File: src/design/vmph_pkg.sv
// vmph_pkg: shared constants for the vector magnitude peak hold block.
// No dependencies; used by the top level and its checker.
package vmph_pkg;

  // width of every result field on the output side
  localparam int unsigned FIELD_W = 16;

  // shift register width and its reset value
  localparam int unsigned SHIFT_W = 4;
  localparam logic [SHIFT_W-1:0] SHIFT_RESET = 4'd4;

endpackage

File: src/design/vector_magnitude_peak_hold_top.sv
// vector_magnitude_peak_hold_top: 3-axis magnitude with peak hold, bit-serial datapath.
// Depends on vmph_pkg (field widths, shift register reset value).
//
// Usage
//   Input channel (in_valid_i/in_ready_o) carries one sample: x_raw_i, y_raw_i, z_raw_i,
//   SAMPLE_WIDTH bits each, two's complement. Each component is shifted right
//   arithmetically by the shift register, then squared and summed.
//   Output channel (out_valid_o/out_ready_i) returns, per sample, the floor square root
//   of the sum, the peak magnitude, the shifted components of the peak sample and a
//   new_peak flag. The peak only moves on a strictly larger sum of squares.
//   Config: cfg_wr_en_i writes cfg_wr_data_i to the shift register; write only while idle.
// Timing
//   One sample at a time. After an input transfer the squares are built by a bit-serial
//   shift-add multiplier (one multiplier bit of each axis per cycle), a compare state
//   checks against the peak, and a restoring square root takes two radicand bits per cycle.
// Reset and stalls
//   Reset clears the peak to zero, sets the shift to 4 and empties the output register.
//   The output register holds a result while the receiver stalls; the next sample is
//   still accepted and worked on, and only waits at its last step for the register.
module vector_magnitude_peak_hold_top #(
  parameter int unsigned SAMPLE_WIDTH = 16
) (
  input  logic                            clk_i,
  input  logic                            rst_ni,
  // configuration
  input  logic                            cfg_wr_en_i,
  input  logic [vmph_pkg::SHIFT_W-1:0]    cfg_wr_data_i,
  // sample input
  input  logic                            in_valid_i,
  output logic                            in_ready_o,
  input  logic signed [SAMPLE_WIDTH-1:0]  x_raw_i,
  input  logic signed [SAMPLE_WIDTH-1:0]  y_raw_i,
  input  logic signed [SAMPLE_WIDTH-1:0]  z_raw_i,
  // result output
  output logic                            out_valid_o,
  input  logic                            out_ready_i,
  output logic [vmph_pkg::FIELD_W-1:0]    magnitude_o,
  output logic [vmph_pkg::FIELD_W-1:0]    peak_magnitude_o,
  output logic signed [vmph_pkg::FIELD_W-1:0] peak_x_o,
  output logic signed [vmph_pkg::FIELD_W-1:0] peak_y_o,
  output logic signed [vmph_pkg::FIELD_W-1:0] peak_z_o,
  output logic                            new_peak_o
);

  localparam int unsigned W  = SAMPLE_WIDTH;
  localparam int unsigned CW = $clog2(W);
  localparam int unsigned AW = 2 * W + 2;   // product accumulator width
  localparam int unsigned FW = vmph_pkg::FIELD_W;

  // sequencer codes
  localparam logic [2:0] ST_IDLE = 3'd0;
  localparam logic [2:0] ST_MUL  = 3'd1;
  localparam logic [2:0] ST_CMP  = 3'd2;
  localparam logic [2:0] ST_SQRT = 3'd3;
  localparam logic [2:0] ST_OUT  = 3'd4;

  // magnitude of the arithmetically shifted component
  function automatic logic [W-1:0] comp_mag(input logic [W-1:0] raw,
                                            input logic [vmph_pkg::SHIFT_W-1:0] s);
    logic [W-1:0] a;
    a = raw[W-1] ? ~raw : raw;
    return (a >> s) + {{(W-1){1'b0}}, raw[W-1]};
  endfunction

  // 16-bit two's complement field of the shifted component
  function automatic logic [FW-1:0] comp_field(input logic [W-1:0] mag, input logic neg);
    logic [W+FW-1:0] e;
    e = {{FW{1'b0}}, mag};
    if (neg) begin
      e = -e;
    end
    return e[FW-1:0];
  endfunction

  logic [2:0]                  state_q, state_d;
  logic [vmph_pkg::SHIFT_W-1:0] shift_q;
  logic [CW-1:0]               cnt_q;
  logic                        last_step;

  // per-sample working registers
  logic [W-1:0]  mx_q, my_q, mz_q;      // multiplicands
  logic [W-1:0]  sx_q, sy_q, sz_q;      // multiplier bits, shifted out lsb first
  logic [FW-1:0] bx_q, by_q, bz_q;      // candidate peak point
  logic [AW-1:0] acc_q, acc_d;
  logic [2*W-1:0] rad_q;                // radicand, consumed msb pair first
  logic [W+1:0]  rem_q, rem_d;
  logic [W-1:0]  root_q, root_d;
  logic          fresh_q;

  // peak state
  logic [2*W-1:0] peak_sum_q;
  logic [FW-1:0]  peak_mag_q;
  logic [FW-1:0]  peak_x_q, peak_y_q, peak_z_q;

  // output register
  logic          out_valid_q;
  logic [FW-1:0] out_mag_q, out_pmag_q, out_px_q, out_py_q, out_pz_q;
  logic          out_new_q;

  logic          in_xfer, out_free;
  logic [W+1:0]  add;
  logic [W+2:0]  hi_sum;
  logic [W+3:0]  rem_sh, trial;
  logic [W+4:0]  diff;
  logic          ge;
  logic [2*W-1:0] sum;
  logic          gt;
  logic [W-1:0]  lx, ly, lz;

  assign in_ready_o = (state_q == ST_IDLE);
  assign in_xfer    = in_valid_i && in_ready_o;
  assign out_free   = !out_valid_q || out_ready_i;
  assign last_step  = (cnt_q == CW'(W - 1));

  assign lx = comp_mag(x_raw_i, shift_q);
  assign ly = comp_mag(y_raw_i, shift_q);
  assign lz = comp_mag(z_raw_i, shift_q);

  // shift-add step: one multiplier bit of every axis, then shift right
  always_comb begin
    add = {2'b00, mx_q & {W{sx_q[0]}}} + {2'b00, my_q & {W{sy_q[0]}}}
        + {2'b00, mz_q & {W{sz_q[0]}}};
    hi_sum = {1'b0, acc_q[AW-1:W]} + {1'b0, add};
    acc_d  = {hi_sum, acc_q[W-1:1]};
  end

  // restoring square root step: two radicand bits in, one root bit out
  always_comb begin
    rem_sh = {rem_q, rad_q[2*W-1:2*W-2]};
    trial  = {2'b00, root_q, 2'b01};
    diff   = {1'b0, rem_sh} - {1'b0, trial};
    ge     = !diff[W+4];
    rem_d  = ge ? diff[W+1:0] : rem_sh[W+1:0];
    root_d = {root_q[W-2:0], ge};
  end

  assign sum = acc_q[2*W-1:0];
  assign gt  = sum > peak_sum_q;

  always_comb begin
    state_d = state_q;
    unique case (state_q)
      ST_IDLE: if (in_xfer)   state_d = ST_MUL;
      ST_MUL:  if (last_step) state_d = ST_CMP;
      ST_CMP:                 state_d = ST_SQRT;
      ST_SQRT: if (last_step) state_d = ST_OUT;
      ST_OUT:  if (out_free)  state_d = ST_IDLE;
      default:                state_d = ST_IDLE;
    endcase
  end

  // control state
  always_ff @(posedge clk_i or negedge rst_ni) begin
    if (!rst_ni) begin
      state_q     <= ST_IDLE;
      shift_q     <= vmph_pkg::SHIFT_RESET;
      cnt_q       <= '0;
      out_valid_q <= 1'b0;
      peak_sum_q  <= '0;
      peak_mag_q  <= '0;
      peak_x_q    <= '0;
      peak_y_q    <= '0;
      peak_z_q    <= '0;
    end else begin
      state_q <= state_d;
      if (cfg_wr_en_i) begin
        shift_q <= cfg_wr_data_i;
      end
      if ((state_q == ST_MUL || state_q == ST_SQRT) && !last_step) begin
        cnt_q <= cnt_q + 1'b1;
      end else begin
        cnt_q <= '0;
      end
      if (state_q == ST_CMP && gt) begin
        peak_sum_q <= sum;
        peak_x_q   <= bx_q;
        peak_y_q   <= by_q;
        peak_z_q   <= bz_q;
      end
      if (state_q == ST_OUT && out_free) begin
        out_valid_q <= 1'b1;
        if (fresh_q) begin
          peak_mag_q <= FW'(root_q);
        end
      end else if (out_ready_i) begin
        out_valid_q <= 1'b0;
      end
    end
  end

  // datapath
  always_ff @(posedge clk_i) begin
    unique case (state_q)
      ST_IDLE: begin
        if (in_xfer) begin
          mx_q  <= lx;
          my_q  <= ly;
          mz_q  <= lz;
          sx_q  <= lx;
          sy_q  <= ly;
          sz_q  <= lz;
          bx_q  <= comp_field(lx, x_raw_i[W-1]);
          by_q  <= comp_field(ly, y_raw_i[W-1]);
          bz_q  <= comp_field(lz, z_raw_i[W-1]);
          acc_q <= '0;
        end
      end
      ST_MUL: begin
        acc_q <= acc_d;
        sx_q  <= sx_q >> 1;
        sy_q  <= sy_q >> 1;
        sz_q  <= sz_q >> 1;
      end
      ST_CMP: begin
        fresh_q <= gt;
        rad_q   <= sum;
        rem_q   <= '0;
        root_q  <= '0;
      end
      ST_SQRT: begin
        rad_q  <= rad_q << 2;
        rem_q  <= rem_d;
        root_q <= root_d;
      end
      ST_OUT: begin
        if (out_free) begin
          out_mag_q  <= FW'(root_q);
          out_pmag_q <= fresh_q ? FW'(root_q) : peak_mag_q;
          out_px_q   <= peak_x_q;
          out_py_q   <= peak_y_q;
          out_pz_q   <= peak_z_q;
          out_new_q  <= fresh_q;
        end
      end
      default: begin
      end
    endcase
  end

  assign out_valid_o      = out_valid_q;
  assign magnitude_o      = out_mag_q;
  assign peak_magnitude_o = out_pmag_q;
  assign peak_x_o         = out_px_q;
  assign peak_y_o         = out_py_q;
  assign peak_z_o         = out_pz_q;
  assign new_peak_o       = out_new_q;

endmodule

File: config.mk
export PLATFORM = sky130hd
export DESIGN_NAME = vector_magnitude_peak_hold_top
export DESIGN_NICKNAME = d
export VERILOG_FILES = /design/src/design/vmph_pkg.sv /design/src/design/vector_magnitude_peak_hold_top.sv
export SDC_FILE = /design/constraint.sdc
export NUM_CORES = 1
export LEC_CHECK = 0
export BUFFER_PORTS_ARGS = -buffer_cell sky130_fd_sc_hd__buf_2
export CAP_MARGIN = 20
export CORE_MARGIN = 5
export CORE_UTILIZATION = 25
export DETAILED_ROUTE_END_ITERATION = 7
export SYNTH_ARGS = -nofsm -noshare
export SYNTH_HDL_FRONTEND = slang
export SYNTH_SLANG_ARGS = --single-unit
File: constraint.sdc
create_clock -name clk_i -period 11.6 [get_ports clk_i]
set_clock_uncertainty 0.05 [all_clocks]
set_input_delay 1.74 -clock clk_i [delete_from_list [all_inputs] [get_ports clk_i]]
set_output_delay 1.74 -clock clk_i [all_outputs]
set_load 0.02 [all_outputs]
## After elaboration in Yosys (flattened, before gate mapping)

Index checks and enable logic that the tools add are counted.

| word-level totals | value |
|---|---|
| register bits | 434 |
| latch bits | 0 |
| bits in writable memories | 0 |
| bits in read-only memories | 0 |
| bits of input ports | 57 |
| output and inout port bits | 83 |
| memories | 0 |

| operators by class | value |
|---|---|
| add/subtract/negate cells | 11 |
| $mul | 0 |
| divide/modulo/power cells | 0 |
| order comparisons | 1 |
| equal/unequal tests | 9 |
| shift operators | 3 |
| multiplexer cells | 27 |
| bitwise gates (word level) | 6 |
| reductions and logical operators | 17 |

Operators with widths:

| kind | count |
|---|---|
| 16-bit two-way mux | 10 |
| 16-bit one-hot mux with 2 select lines | 4 |
| 34-bit one-hot mux with 2 select lines | 1 |
| 32-bit one-hot mux with 2 select lines | 1 |
| 16-bit by 1-bit adder with 16-bit output | 3 |
| 16-bit AND | 3 |
| 16-bit negator | 3 |
| 16-bit inverter | 3 |
| 16-bit by 4-bit right shift with 16-bit output | 3 |
| 18-bit one-hot mux with 2 select lines | 1 |
| 34-bit two-way mux | 1 |
| 32-bit > comparator | 1 |
| 20-bit by 18-bit subtractor with 21-bit output | 1 |
| 18-bit by 18-bit adder with 19-bit output | 1 |
| 17-bit by 16-bit adder with 18-bit output | 1 |
| 18-bit two-way mux | 1 |
| 16-bit by 16-bit adder with 17-bit output | 1 |
| 3-bit one-hot mux with 5 select lines | 1 |
| 3-bit two-way mux | 4 |
| 3-bit by 2-bit equality test with 1-bit output, second input constant | 2 |
| 2-bit != test, second input constant | 3 |
| 2-bit AND reduction | 3 |
| 2-bit nonzero test | 3 |
| 4-bit by 1-bit adder with 4-bit output, second input constant | 1 |
| 11 further kinds | 18 |

## Depth between registers and ports, before layout

Gate-level depths: netlist (run 1).

| depth | value |
|---|---|
| depth in word-level cells | 6 |
| mapped depth | 21 |

## Worst setup path after synthesis (run 1)

No wires, ideal clock.

| timing path | value |
|---|---|
| path kind | register to register |
| from | reg state_q[1] |
| to | reg peak_y_q[0] |
| library setup time | 0.125 ns |
| arrival | 5.670 ns |
| required time | 11.425 ns |
| path slack | 5.755 ns |
| cell stages (with the launch flop) | 7 |
| path buffers | 2 |
| path through | dfrtp_1 clkbuf_1 nor2b_1 inv_1 a2111oi_0 clkbuf_1 mux2_2 |

| on the way | value |
|---|---|
| longest elaborated chain between the ends | 2 |

Ends and longest elaborated chain:

| item | RTL line | RTL |
|---|---|---|
| start: declaration | vector_magnitude_peak_hold_top.sv:75 | `logic [2:0] state_q, state_d;` |
| start signal: assignment | vector_magnitude_peak_hold_top.sv:165 | `state_q <= state_d;` |
| 3-bit by 2-bit equality test with 1-bit output | vector_magnitude_peak_hold_top.sv:174 | `if (state_q == ST_CMP && gt) begin` |
| 1-bit logical AND | vector_magnitude_peak_hold_top.sv:174 |  |
| end signal: assignment | vector_magnitude_peak_hold_top.sv:177 | `peak_y_q <= by_q;` |
| end: declaration | vector_magnitude_peak_hold_top.sv:93 | `logic [FW-1:0] peak_x_q, peak_y_q, peak_z_q;` |

No other way between the ends.
A chain may end at the register's enable or synchronous reset.

## Final worst setup path (run 1)

| timing path | value |
|---|---|
| from | in z_raw_i[15] |
| to | reg bz_q[14], data pin |

| on the way | value |
|---|---|
| longest elaborated chain between the ends | 6 |

Ends and longest elaborated chain:

| item | RTL line | RTL |
|---|---|---|
| start: declaration | vector_magnitude_peak_hold_top.sv:33 | `input logic signed [SAMPLE_WIDTH-1:0] z_raw_i,` |
| 16-bit inverter | vector_magnitude_peak_hold_top.sv:61 | `a = raw[W-1] ? ~raw : raw;` |
| 16-bit two-way mux | vector_magnitude_peak_hold_top.sv:61 |  |
| 16-bit by 4-bit right shift with 16-bit output | vector_magnitude_peak_hold_top.sv:62 | `return (a >> s) + {{(W-1){1'b0}}, raw[W-1]};` |
| 16-bit by 1-bit adder with 16-bit output (*) | vector_magnitude_peak_hold_top.sv:62 |  |
| named net lz[8] | vector_magnitude_peak_hold_top.sv:108 | `logic [W-1:0] lx, ly, lz;` |
| 16-bit negator (*) | vector_magnitude_peak_hold_top.sv:70 | `e = -e;` |
| 16-bit two-way mux (*) | vector_magnitude_peak_hold_top.sv:69 | `if (neg) begin` |
| end signal: assignment | vector_magnitude_peak_hold_top.sv:204 | `bz_q <= comp_field(lz, z_raw_i[W-1]);` |
| end: declaration | vector_magnitude_peak_hold_top.sv:83 | `logic [FW-1:0] bx_q, by_q, bz_q;` |

The timed path passes the listed nets; every way through them passes the cells marked *.

==> results.sh, run 1 <==
export IMPL_grt_max_degree=76
export IMPL_status="complete, no violations"
export IMPL_netlist_area_um2=23900
export IMPL_finalWeightedCongestion=0.841
export IMPL_core_area_um2=94900
export IMPL_final_antenna_net_count=0
export IMPL_min_from="peak_z_q[15]"
export IMPL_cts_resized=0
export IMPL_drtPass1Iterations=5
export IMPL_path_cells="buf_2 -> clkinv_1 -> xnor2_1 -> nor2_1 -> a21oi_1 -> nand2_1 -> o21ai_0 -> ha_1 -> inv_1 -> o41ai_1 -> nor4b_4 -> xor2_1 -> nor3_1 -> nand2b_1 -> o41ai_1 -> xnor2_1"
export IMPL_final_area_um2=27700
export IMPL_wl_per_cell_um=16.4
export IMPL_die_x_um=319
export IMPL_met2_usage=0.181
export IMPL_cp_slowest_stage_delay_ps=660
export IMPL_fin_crit_sh=0.540
export IMPL_first_global_vias=15377
export IMPL_ys_seq_area_frac=0.519
export IMPL_final_util=0.292
export IMPL_regArea_um2=12400
export IMPL_cts_hold_buf=0
export IMPL_synth_area_leaders="edfxtp_1, dfrtp_1, mux2_2"
export IMPL_fillers=9732
export IMPL_die_area_um2=102000
export IMPL_layout_nets=2329
export IMPL_synth_top_cell_area_share=0.406
export IMPL_synth_nets=2207
export IMPL_crit_fanout=37
export IMPL_synth_ff_type="edfxtp_1"
export IMPL_slew_violations=0
export IMPL_r2r_cells=15
export IMPL_finalHoldViolCount=0
export IMPL_place_area_um2=25900
export IMPL_use_met1=0.150
export IMPL_cp_buffers_inverters=3
export IMPL_path_delay_family="compound AO/OA/AOI/OAI gates"
export IMPL_drive_gt1_frac=0.196
export IMPL_powerDensity_nw_per_um2=256
export IMPL_postCtsSetupRepairBufs=0
export IMPL_ioPinCount=140
export IMPL_fmax_mhz=160
export IMPL_synthToLayoutAreaGrowth_pct=16.0
export IMPL_cts_htree_levels=2
export IMPL_synth_edff_count=323
export IMPL_power_leakage_nw=10.9
export IMPL_critPathArrivalTime_ps=6550
export IMPL_antenna_found_initial=3
export IMPL_cts_buffers=51
export IMPL_drt_iter0_markers=885
export IMPL_start_util=0.252
export IMPL_synth_seq_cells=431
export IMPL_r2r_start="shift_q[0]"
export IMPL_period_needed_ps=6270
export IMPL_worstMarginPinSlew_ps=1140
export IMPL_async_flop_share=0.251
export IMPL_r2r_end="by_q[11]"
export IMPL_max_cap_violations=0
export IMPL_yosys_area_top_type="edfxtp_1"
export IMPL_grt_pass1_wl_um=90400
export IMPL_hold_depth=0
export IMPL_setup_tns_ps=0
export IMPL_crit_slowest_cell="clkinv_1"
export IMPL_numPortBuffers=139
export IMPL_clkLatencyLatePin_ps=590
export IMPL_grt_setup_unrepaired="no"
export IMPL_crit_path_end_kind="flip-flop"
export IMPL_reg2reg_slack_ps=6120
export IMPL_track_usage=0.110
export IMPL_syn_avg_cell_area_um2=11.7
export IMPL_die_h_um=319
export IMPL_gr_total_overflow=0
export IMPL_dp_hpwl_um=40600
export IMPL_root_buffer="clkbuf_16"
export IMPL_drc_errors=0
export IMPL_yosysWarnings=0
export IMPL_ir_worst_vdd_v=0.000130
export IMPL_holdWs_ps=394
export IMPL_setup_viol=0
export IMPL_clock_path_buffers=3
export IMPL_wirelength_um=56900
export IMPL_hold_path_class="flip-flop to flip-flop"
export IMPL_required_ps=11880
export IMPL_path_clk_slew_ps=60
export IMPL_path_class="primary input to flip-flop"
export IMPL_cts_tree="yes"
export IMPL_hold_end="peak_z_o[15]"
export IMPL_worst_setup_path_start_kind="primary input"
export IMPL_yosysUniqueCellTypes=95
export IMPL_gr_max_usage_layer="met2"
export IMPL_route_vias_total=15611
export IMPL_rows=113
export IMPL_cts_sinks=431
export IMPL_max_slew_margin=0.230
export IMPL_syn_inst=2042
export IMPL_viasPerCell=4.49
export IMPL_multiInputGateArea_um2=10600
export IMPL_use_met3=0.0159
## registers in the layout (all words and copies together), names as in the netlist, 18 cells and up
signal	cells
acc_q	34
peak_sum_q	32
rem_q	18
rad_q	32
## worst reg2reg max path: cells and delay by family (launching register included)
family	cells	cell delay, ps
flops	1	340
xor+xnor	3	740
mux	2	1210
compound gates	2	530
fa+ha+maj	1	210
buf+inv	2	760
simple gates	5	1380
## worst max path at each step
| stage | startpoint | end | depth (start not counted) |
|---|---|---|---|
| 2_1_floorplan | state_q[1] | peak_y_q[0] | 6 |
| 3_3_place_gp | z_raw_i[15] | bz_q[14] | 16 |
| 3_5_place_dp | z_raw_i[15] | bz_q[14] | 16 |
| 4_1_cts | z_raw_i[15] | bz_q[14] | 16 |
| 5_1_grt | z_raw_i[15] | bz_q[14] | 16 |
| 6_report | z_raw_i[15] | bz_q[14] | 16 |
## metrics by stage
| stage | setup WS [ps] | power [W] | instances |
|---|---|---|---|
| after floorplan | 5760 | 0.00477 | 2042 |
| after global placement | 4930 | 0.00544 | 3376 |
| after detailed placement | 4790 | 0.00549 | 3376 |
| after CTS | 5430 | 0.00720 | 3472 |
| after global routing | 4950 | 0.00770 | 3472 |
| final | 5330 | 0.00710 | 3473 |
## cell families after synthesis
group | after synthesis | synth area share
AO/OA/AOI/OAI | 250 | 0.0715
adder cells (fa/ha/maj) | 108 | 0.0666
flip-flops | 431 | 0.519
XOR/XNOR | 136 | 0.0502
AND/OR/NAND/NOR | 658 | 0.131
buffers and inverters | 225 | 0.0392
multiplexers | 234 | 0.123
## Yosys cell counts, types with 4 or more instances
| cell type | n |
|---|---|
| edfxtp_1 | 323 |
| nand2_1 | 255 |
| nor2_1 | 161 |
| inv_1 | 130 |
| mux2_2 | 115 |
| dfrtp_1 | 107 |
| xnor2_1 | 104 |
| mux2i_1 | 85 |
| ha_1 | 76 |
| o21ai_0 | 70 |
| clkbuf_1 | 55 |
| a21oi_1 | 47 |
| nor3_1 | 40 |
| fa_1 | 32 |
| xor2_1 | 31 |
| nand3_1 | 27 |
| mux4_2 | 26 |
| and3_1 | 25 |
| buf_2 | 18 |
| or3_1 | 18 |
| nand2b_1 | 17 |
| nor2b_1 | 16 |
| and2_1 | 15 |
| nand4_1 | 15 |
| nor4_1 | 14 |
| or2_2 | 13 |
| nor3b_1 | 12 |
| o31ai_1 | 12 |
| a211oi_1 | 11 |
| buf_1 | 11 |
| o21a_1 | 11 |
| a21o_1 | 9 |
| a31oi_1 | 9 |
| mux4_1 | 7 |
| nand3b_1 | 7 |
| o21bai_1 | 6 |
| o22ai_1 | 6 |
| a21boi_0 | 5 |
| o221ai_1 | 5 |
| o41ai_1 | 5 |
| a211o_1 | 4 |
| o31a_1 | 4 |
## area by class of cell
class                   count  area share
well taps                1265      0.0571
diodes                      1   0.0000903
clock buffers              69      0.0511
flip-flops and latches    431       0.448
inverters                 133      0.0181
multi-input cells        1386       0.382
clock inverters            27      0.0128
repair buffers            161      0.0312
## layout by cell type, fill, tap and decap left out, types with 70 or more instances in the layout
master / n
dfrtp_1: 105
inv_1: 129
xnor2_1: 104
edfxtp_1: 323
nand2_1: 253
o21ai_0: 70
ha_1: 76
buf_2: 138
mux2i_1: 85
mux2_2: 115
nor2_1: 160
## layer usage
metal,wire length [um],part of all wire,up-vias
met2,26900,0.47,335
met1,26000,0.46,7603
met5,0,0,-
met3,2330,0.041,92
met4,1620,0.028,0
li1,-,-,7581
## power breakdown
group	total (W)	switching, W	internal, W
clock	0.00167	0.000666	0.00100
sequential	0.00257	0.000212	0.00236
combinational	0.00286	0.00171	0.00115
total	0.00710	0.00259	0.00451
No activity file was read; power rests on OpenSTA's default activity.
==> run 2, diff against run 1 <==
Clock period 11.6 ns to 5.1 ns, I/O delays scaled along.
==> run 2 against run 1 <==
Critical path depth up 1. Power rose by 130%. Via count rose by 0.11%. Global-route usage rose by 0.13 points. First-iteration DRC count increased by 7.5%. Sequential cell count unchanged. Cell count up 1.0%. Clock power up 120%. Combinational power is 130% higher. Cell area rose by 1.2%. Critical endpoint is now by_q[11]. Largest cell class unchanged. Largest power group unchanged.
==> results.sh, run 2 (synthesized netlist as in run 1, its figures left out) <==
export IMPL_worst_setup_path_start_kind="flip-flop"
export IMPL_slew_violations=0
export IMPL_fmax_mhz=208
export IMPL_r2r_end="by_q[11]"
export IMPL_clock_path_buffers=3
export IMPL_crit_fanout=25
export IMPL_critPathArrivalTime_ps=5070
export IMPL_worstSetupEndpoint="by_q[11]"
export IMPL_period_needed_ps=4820
export IMPL_final_antenna_net_count=0
export IMPL_grt_pass1_wl_um=91500
export IMPL_grt_max_degree=83
export IMPL_path_class="flip-flop to flip-flop"
export IMPL_drtPass1Iterations=7
export IMPL_ioPinCount=140
export IMPL_dp_hpwl_um=41600
export IMPL_final_area_um2=28000
export IMPL_startpoint="shift_q[0]"
export IMPL_power_leakage_nw=11.1
export IMPL_drt_iter0_markers=951
export IMPL_dp_worst_setup_slack_ps=154
export IMPL_largestRegisters="acc_q (34), peak_sum_q (32), rad_q (32)"
export IMPL_track_usage=0.111
export IMPL_worstMarginPinSlew_ps=955
export IMPL_fin_crit_sh=0.944
export IMPL_clkLatencyLatePin_ps=580
export IMPL_die_h_um=319
export IMPL_viasPerCell=4.45
export IMPL_core_area_um2=94900
export IMPL_drc_errors=0
export IMPL_root_buffer="clkbuf_16"
export IMPL_finalHoldViolCount=0
export IMPL_hold_path_class="primary input to async pin"
export IMPL_numPortBuffers=139
export IMPL_insertedDiodeCount=0
export IMPL_layout_commonest_cell="edfxtp_1"
export IMPL_die_area_um2=102000
export IMPL_route_vias_total=15628
export IMPL_rows=113
export IMPL_cts_tree="yes"
export IMPL_r2r_cells=17
export IMPL_place_area_um2=26300
export IMPL_wirelength_um=57700
export IMPL_finalWeightedCongestion=0.830
export IMPL_cts_sinks=431
export IMPL_cts_buffers=49
export IMPL_max_cap_violations=0
export IMPL_cts_htree_levels=2
export IMPL_power_w=0.0162
export IMPL_setup_tns_ps=0
export IMPL_cts_resized=0
export IMPL_powerDensity_nw_per_um2=577
export IMPL_drive_gt1_frac=0.212
export IMPL_ir_worst_vdd_v=0.000317
export IMPL_postCtsSetupRepairBufs=0
export IMPL_gr_total_overflow=0
export IMPL_antenna_found_initial=2
export IMPL_crit_path_end_kind="flip-flop"
export IMPL_largest_reg_flops=34
export IMPL_synthToLayoutAreaGrowth_pct=17.4
export IMPL_setup_viol=0
export IMPL_final_cell_mix="edfxtp_1, nand2_1, nor2_1"
export IMPL_r2r_start="shift_q[0]"
export IMPL_largest_register="acc_q"
export IMPL_reg2reg_slack_ps=280
export IMPL_grt_setup_unrepaired="no"
export IMPL_wl_per_cell_um=16.4
export IMPL_die_x_um=319
export IMPL_layout_nets=2368
export IMPL_path_clk_slew_ps=60
export IMPL_status="complete, no violations"
export IMPL_required_ps=5360
export IMPL_first_global_vias=15686
export IMPL_start_util=0.252
export IMPL_cts_hold_buf=0
export IMPL_setup_slack_ps=284
export IMPL_max_slew_margin=0.363
run 2: cell count changes in the layout (fill, tap and decap cells not counted), moves of 2 or more:
cell / before / now
buf_4: 23 / 59
buf_12: 0 / 5
clkbuf_1: 13 / 9
clkbuf_8: 3 / 7
clkbuf_16: 53 / 51
inv_6: 4 / 2
run 2: stage by stage:
| step | cells | hold slack, ps | util |
|---|---|---|---|
| 5_1_grt | 3508 | 163 | 0.296 |
| 6_report | 3508 | 144 | 0.296 |
| 2_1_floorplan | 2042 | 371 | - |
| 3_3_place_gp | 3417 | 376 | 0.277 |
| 4_1_cts | 3508 | 129 | 0.295 |
| 3_5_place_dp | 3417 | 380 | 0.277 |
run 2: worst min-delay path by stage:
stage,start,endpoint,slack [ps]
floorplan,peak_x_q[0],peak_x_o[0],370
global placement,peak_z_q[2],peak_z_o[2],380
detailed placement,peak_z_q[2],peak_z_o[2],380
CTS,rst_ni,peak_mag_q[12],130
global route,rst_ni,peak_mag_q[14],160
finish,rst_ni,peak_mag_q[12],140
run 2: where the power goes:
group          leakage (nW)  total, W  switching [W]  internal, W
Combinational          5.76   0.00661        0.00391      0.00270
Sequential             4.51   0.00585       0.000486      0.00537
Clock                 0.833   0.00370        0.00146      0.00224
run 2: critical path, stage by stage (launching register included):
cell       delay [ps]
dfrtp_4           630
buf_4             260
nor2_2            260
a2bb2oi_1         160
and2_1            210
mux4_2            470
inv_1              70
ha_1              210
nand2_1            80
a2111oi_2         310
nor2_1            150
nor3b_2           390
a311oi_1          160
a41o_1            320
nor4_1            390
buf_4             190
a21oi_1            80
xor2_1            150
run 2: final cells by class:
class	count	area (um^2)
Fill cell	9690	66800
Sequential cell	431	12400
Multi-Input combinational cell	1386	10600
Tap cell	1265	1580
Clock buffer	67	1410
Timing Repair Buffer	202	1230
Inverter	133	502
Clock inverter	24	303
run 2: routing by layer:
metal	global-route usage	vias to the layer above	share of wire	routed length (um)
met3	0.0154	77	0.035	2010
li1	-	7643	-	-
met5	0	-	0	0
met2	0.190	289	0.49	28200
met4	0.0251	0	0.018	1050
met1	0.150	7619	0.46	26400
==> run 3, diff against run 2 <==
Settings changed: BUFFER_PORTS_ARGS -buffer_cell sky130_fd_sc_hd__buf_2 to not set, DONT_BUFFER_PORTS set to 1.
==> run 3 against run 2 <==
Non-clock buffer count shrank 151. Power shrank 1.2%. Hold slack lost 84 ps. Combinational power shrank 2%. Critical path depth shrank 1. Clock power shrank 2%. Sequential cell count is the same. Global-route usage shrank 0.074 points. Wire length shrank 0.60%. Register-to-register slack gained 50 ps. Critical endpoint unchanged. Highest routed layer unchanged.
==> results.sh, run 3 (synthesized netlist as in run 1, its figures left out) <==
export IMPL_cts_tree="yes"
export IMPL_die_x_um=319
export IMPL_dp_hpwl_um=41200
export IMPL_first_global_vias=14926
export IMPL_max_cap_violations=0
export IMPL_grt_max_degree=108
export IMPL_clkLatencyLatePin_ps=590
export IMPL_max_slew_margin=0.341
export IMPL_slew_violations=0
export IMPL_start_util=0.252
export IMPL_antenna_found_initial=2
export IMPL_route_vias_total=15192
export IMPL_setup_viol=0
export IMPL_root_buffer="clkbuf_16"
export IMPL_holdWs_ps=60.1
export IMPL_required_ps=5350
export IMPL_largest_reg_flops=34
export IMPL_critPathArrivalTime_ps=5020
export IMPL_clock_path_buffers=3
export IMPL_core_area_um2=94900
export IMPL_powerDensity_nw_per_um2=586
export IMPL_die_area_um2=102000
export IMPL_path_clk_slew_ps=60
export IMPL_grt_setup_unrepaired="no"
export IMPL_ir_worst_vdd_v=0.000285
export IMPL_postCtsSetupRepairBufs=0
export IMPL_layout_commonest_cell="edfxtp_1"
export IMPL_grt_pass1_wl_um=90200
export IMPL_largestRegisters="acc_q (34), peak_sum_q (32), rad_q (32)"
export IMPL_final_util=0.287
export IMPL_rows=113
export IMPL_gr_total_overflow=0
export IMPL_setup_tns_ps=0
export IMPL_final_antenna_net_count=0
export IMPL_insertedDiodeCount=0
export IMPL_fin_crit_sh=0.935
export IMPL_wirelength_um=57300
export IMPL_fmax_mhz=210
export IMPL_drtPass1Iterations=5
export IMPL_synthToLayoutAreaGrowth_pct=14.1
export IMPL_die_h_um=319
export IMPL_wl_per_cell_um=17.1
export IMPL_power_w=0.0160
export IMPL_crit_fanout=23
export IMPL_final_cell_mix="edfxtp_1, nand2_1, nor2_1"
export IMPL_layout_nets=2218
export IMPL_cts_htree_levels=2
export IMPL_reg2reg_slack_ps=330
export IMPL_numPortBuffers=0
export IMPL_period_needed_ps=4770
export IMPL_power_leakage_nw=10.5
export IMPL_track_usage=0.110
export IMPL_drt_iter0_markers=981
export IMPL_drc_errors=0
export IMPL_cts_sinks=431
export IMPL_finalWeightedCongestion=0.850
export IMPL_drive_gt1_frac=0.155
export IMPL_hold_path_class="primary input to async pin"
export IMPL_status="complete, no violations"
export IMPL_largest_register="acc_q"
export IMPL_ioPinCount=140
export IMPL_r2r_end="by_q[11]"
export IMPL_finalHoldViolCount=0
export IMPL_r2r_start="shift_q[0]"
export IMPL_worstMarginPinSlew_ps=989
export IMPL_viasPerCell=4.52
export IMPL_r2r_cells=16
export IMPL_crit_path_end_kind="flip-flop"
export IMPL_worst_setup_path_start_kind="flip-flop"
export IMPL_path_class="flip-flop to flip-flop"
export IMPL_cts_buffers=50
## run 3: how the worst max path moves through the flow
| stage | start | end | slack [ps] | cells after the start |
|---|---|---|---|---|
| floorplan | shift_q[2] | bz_q[14] | 370 | 19 |
| global placement | z_raw_i[12] | bz_q[14] | 220 | 16 |
| detailed placement | z_raw_i[12] | bz_q[14] | 170 | 15 |
| CTS | shift_q[0] | by_q[11] | 280 | 16 |
| global route | shift_q[0] | bx_q[15] | 40 | 14 |
| finish | shift_q[0] | by_q[11] | 330 | 16 |
## run 3: metrics by stage
stage	instances	cell area, um^2	setup WS [ps]
2_1_floorplan	2042	23900	372
3_3_place_gp	3264	25500	216
3_5_place_dp	3264	25500	167
4_1_cts	3359	27200	280
5_1_grt	3359	27200	38.8
6_report	3359	27200	330
## run 3: report_power, final
| part | internal [W] | switching [W] | leakage, nW |
|---|---|---|---|
| combinational | 0.00265 | 0.00384 | 5.17 |
| clock | 0.00215 | 0.00147 | 0.811 |
| sequential | 0.00537 | 0.000504 | 4.51 |
| total | 0.0102 | 0.00581 | 10.5 |
## run 3: worst max-delay path, cell delays in order, from the launching register on
cell	delay [ps]
dfrtp_2	550
buf_12	240
mux4_1	610
xnor2_1	170
mux4_2	480
inv_1	70
ha_1	200
nand2_1	80
a2111oi_2	310
nor2_1	180
nor3b_4	350
a311oi_1	140
a41o_1	320
nor4_1	320
buf_4	180
a21oi_1	80
xor2_1	150
## run 3: routing by layer
layer,part of all wire,vias to the layer above,global-route usage
li1,-,7346,-
met1,0.46,7463,0.150
met2,0.48,323,0.186
met3,0.043,60,0.0187
met4,0.015,0,0.0222
met5,0,-,0
## run 3: cell type report
class,count,area (um^2)
Timing Repair Buffer,51,468
Multi-Input combinational cell,1386,10600
Clock inverter,26,265
Tap cell,1265,1580
Clock buffer,67,1410
Inverter,133,502
Sequential cell,431,12400
Fill cell,9710,67600
## run 3: timing repair
item,CTS,global route
hold endpoints to repair,107,0
hold buffers,2,0
endpoints found under the setup margin,0,13
gates resized for setup,0,6
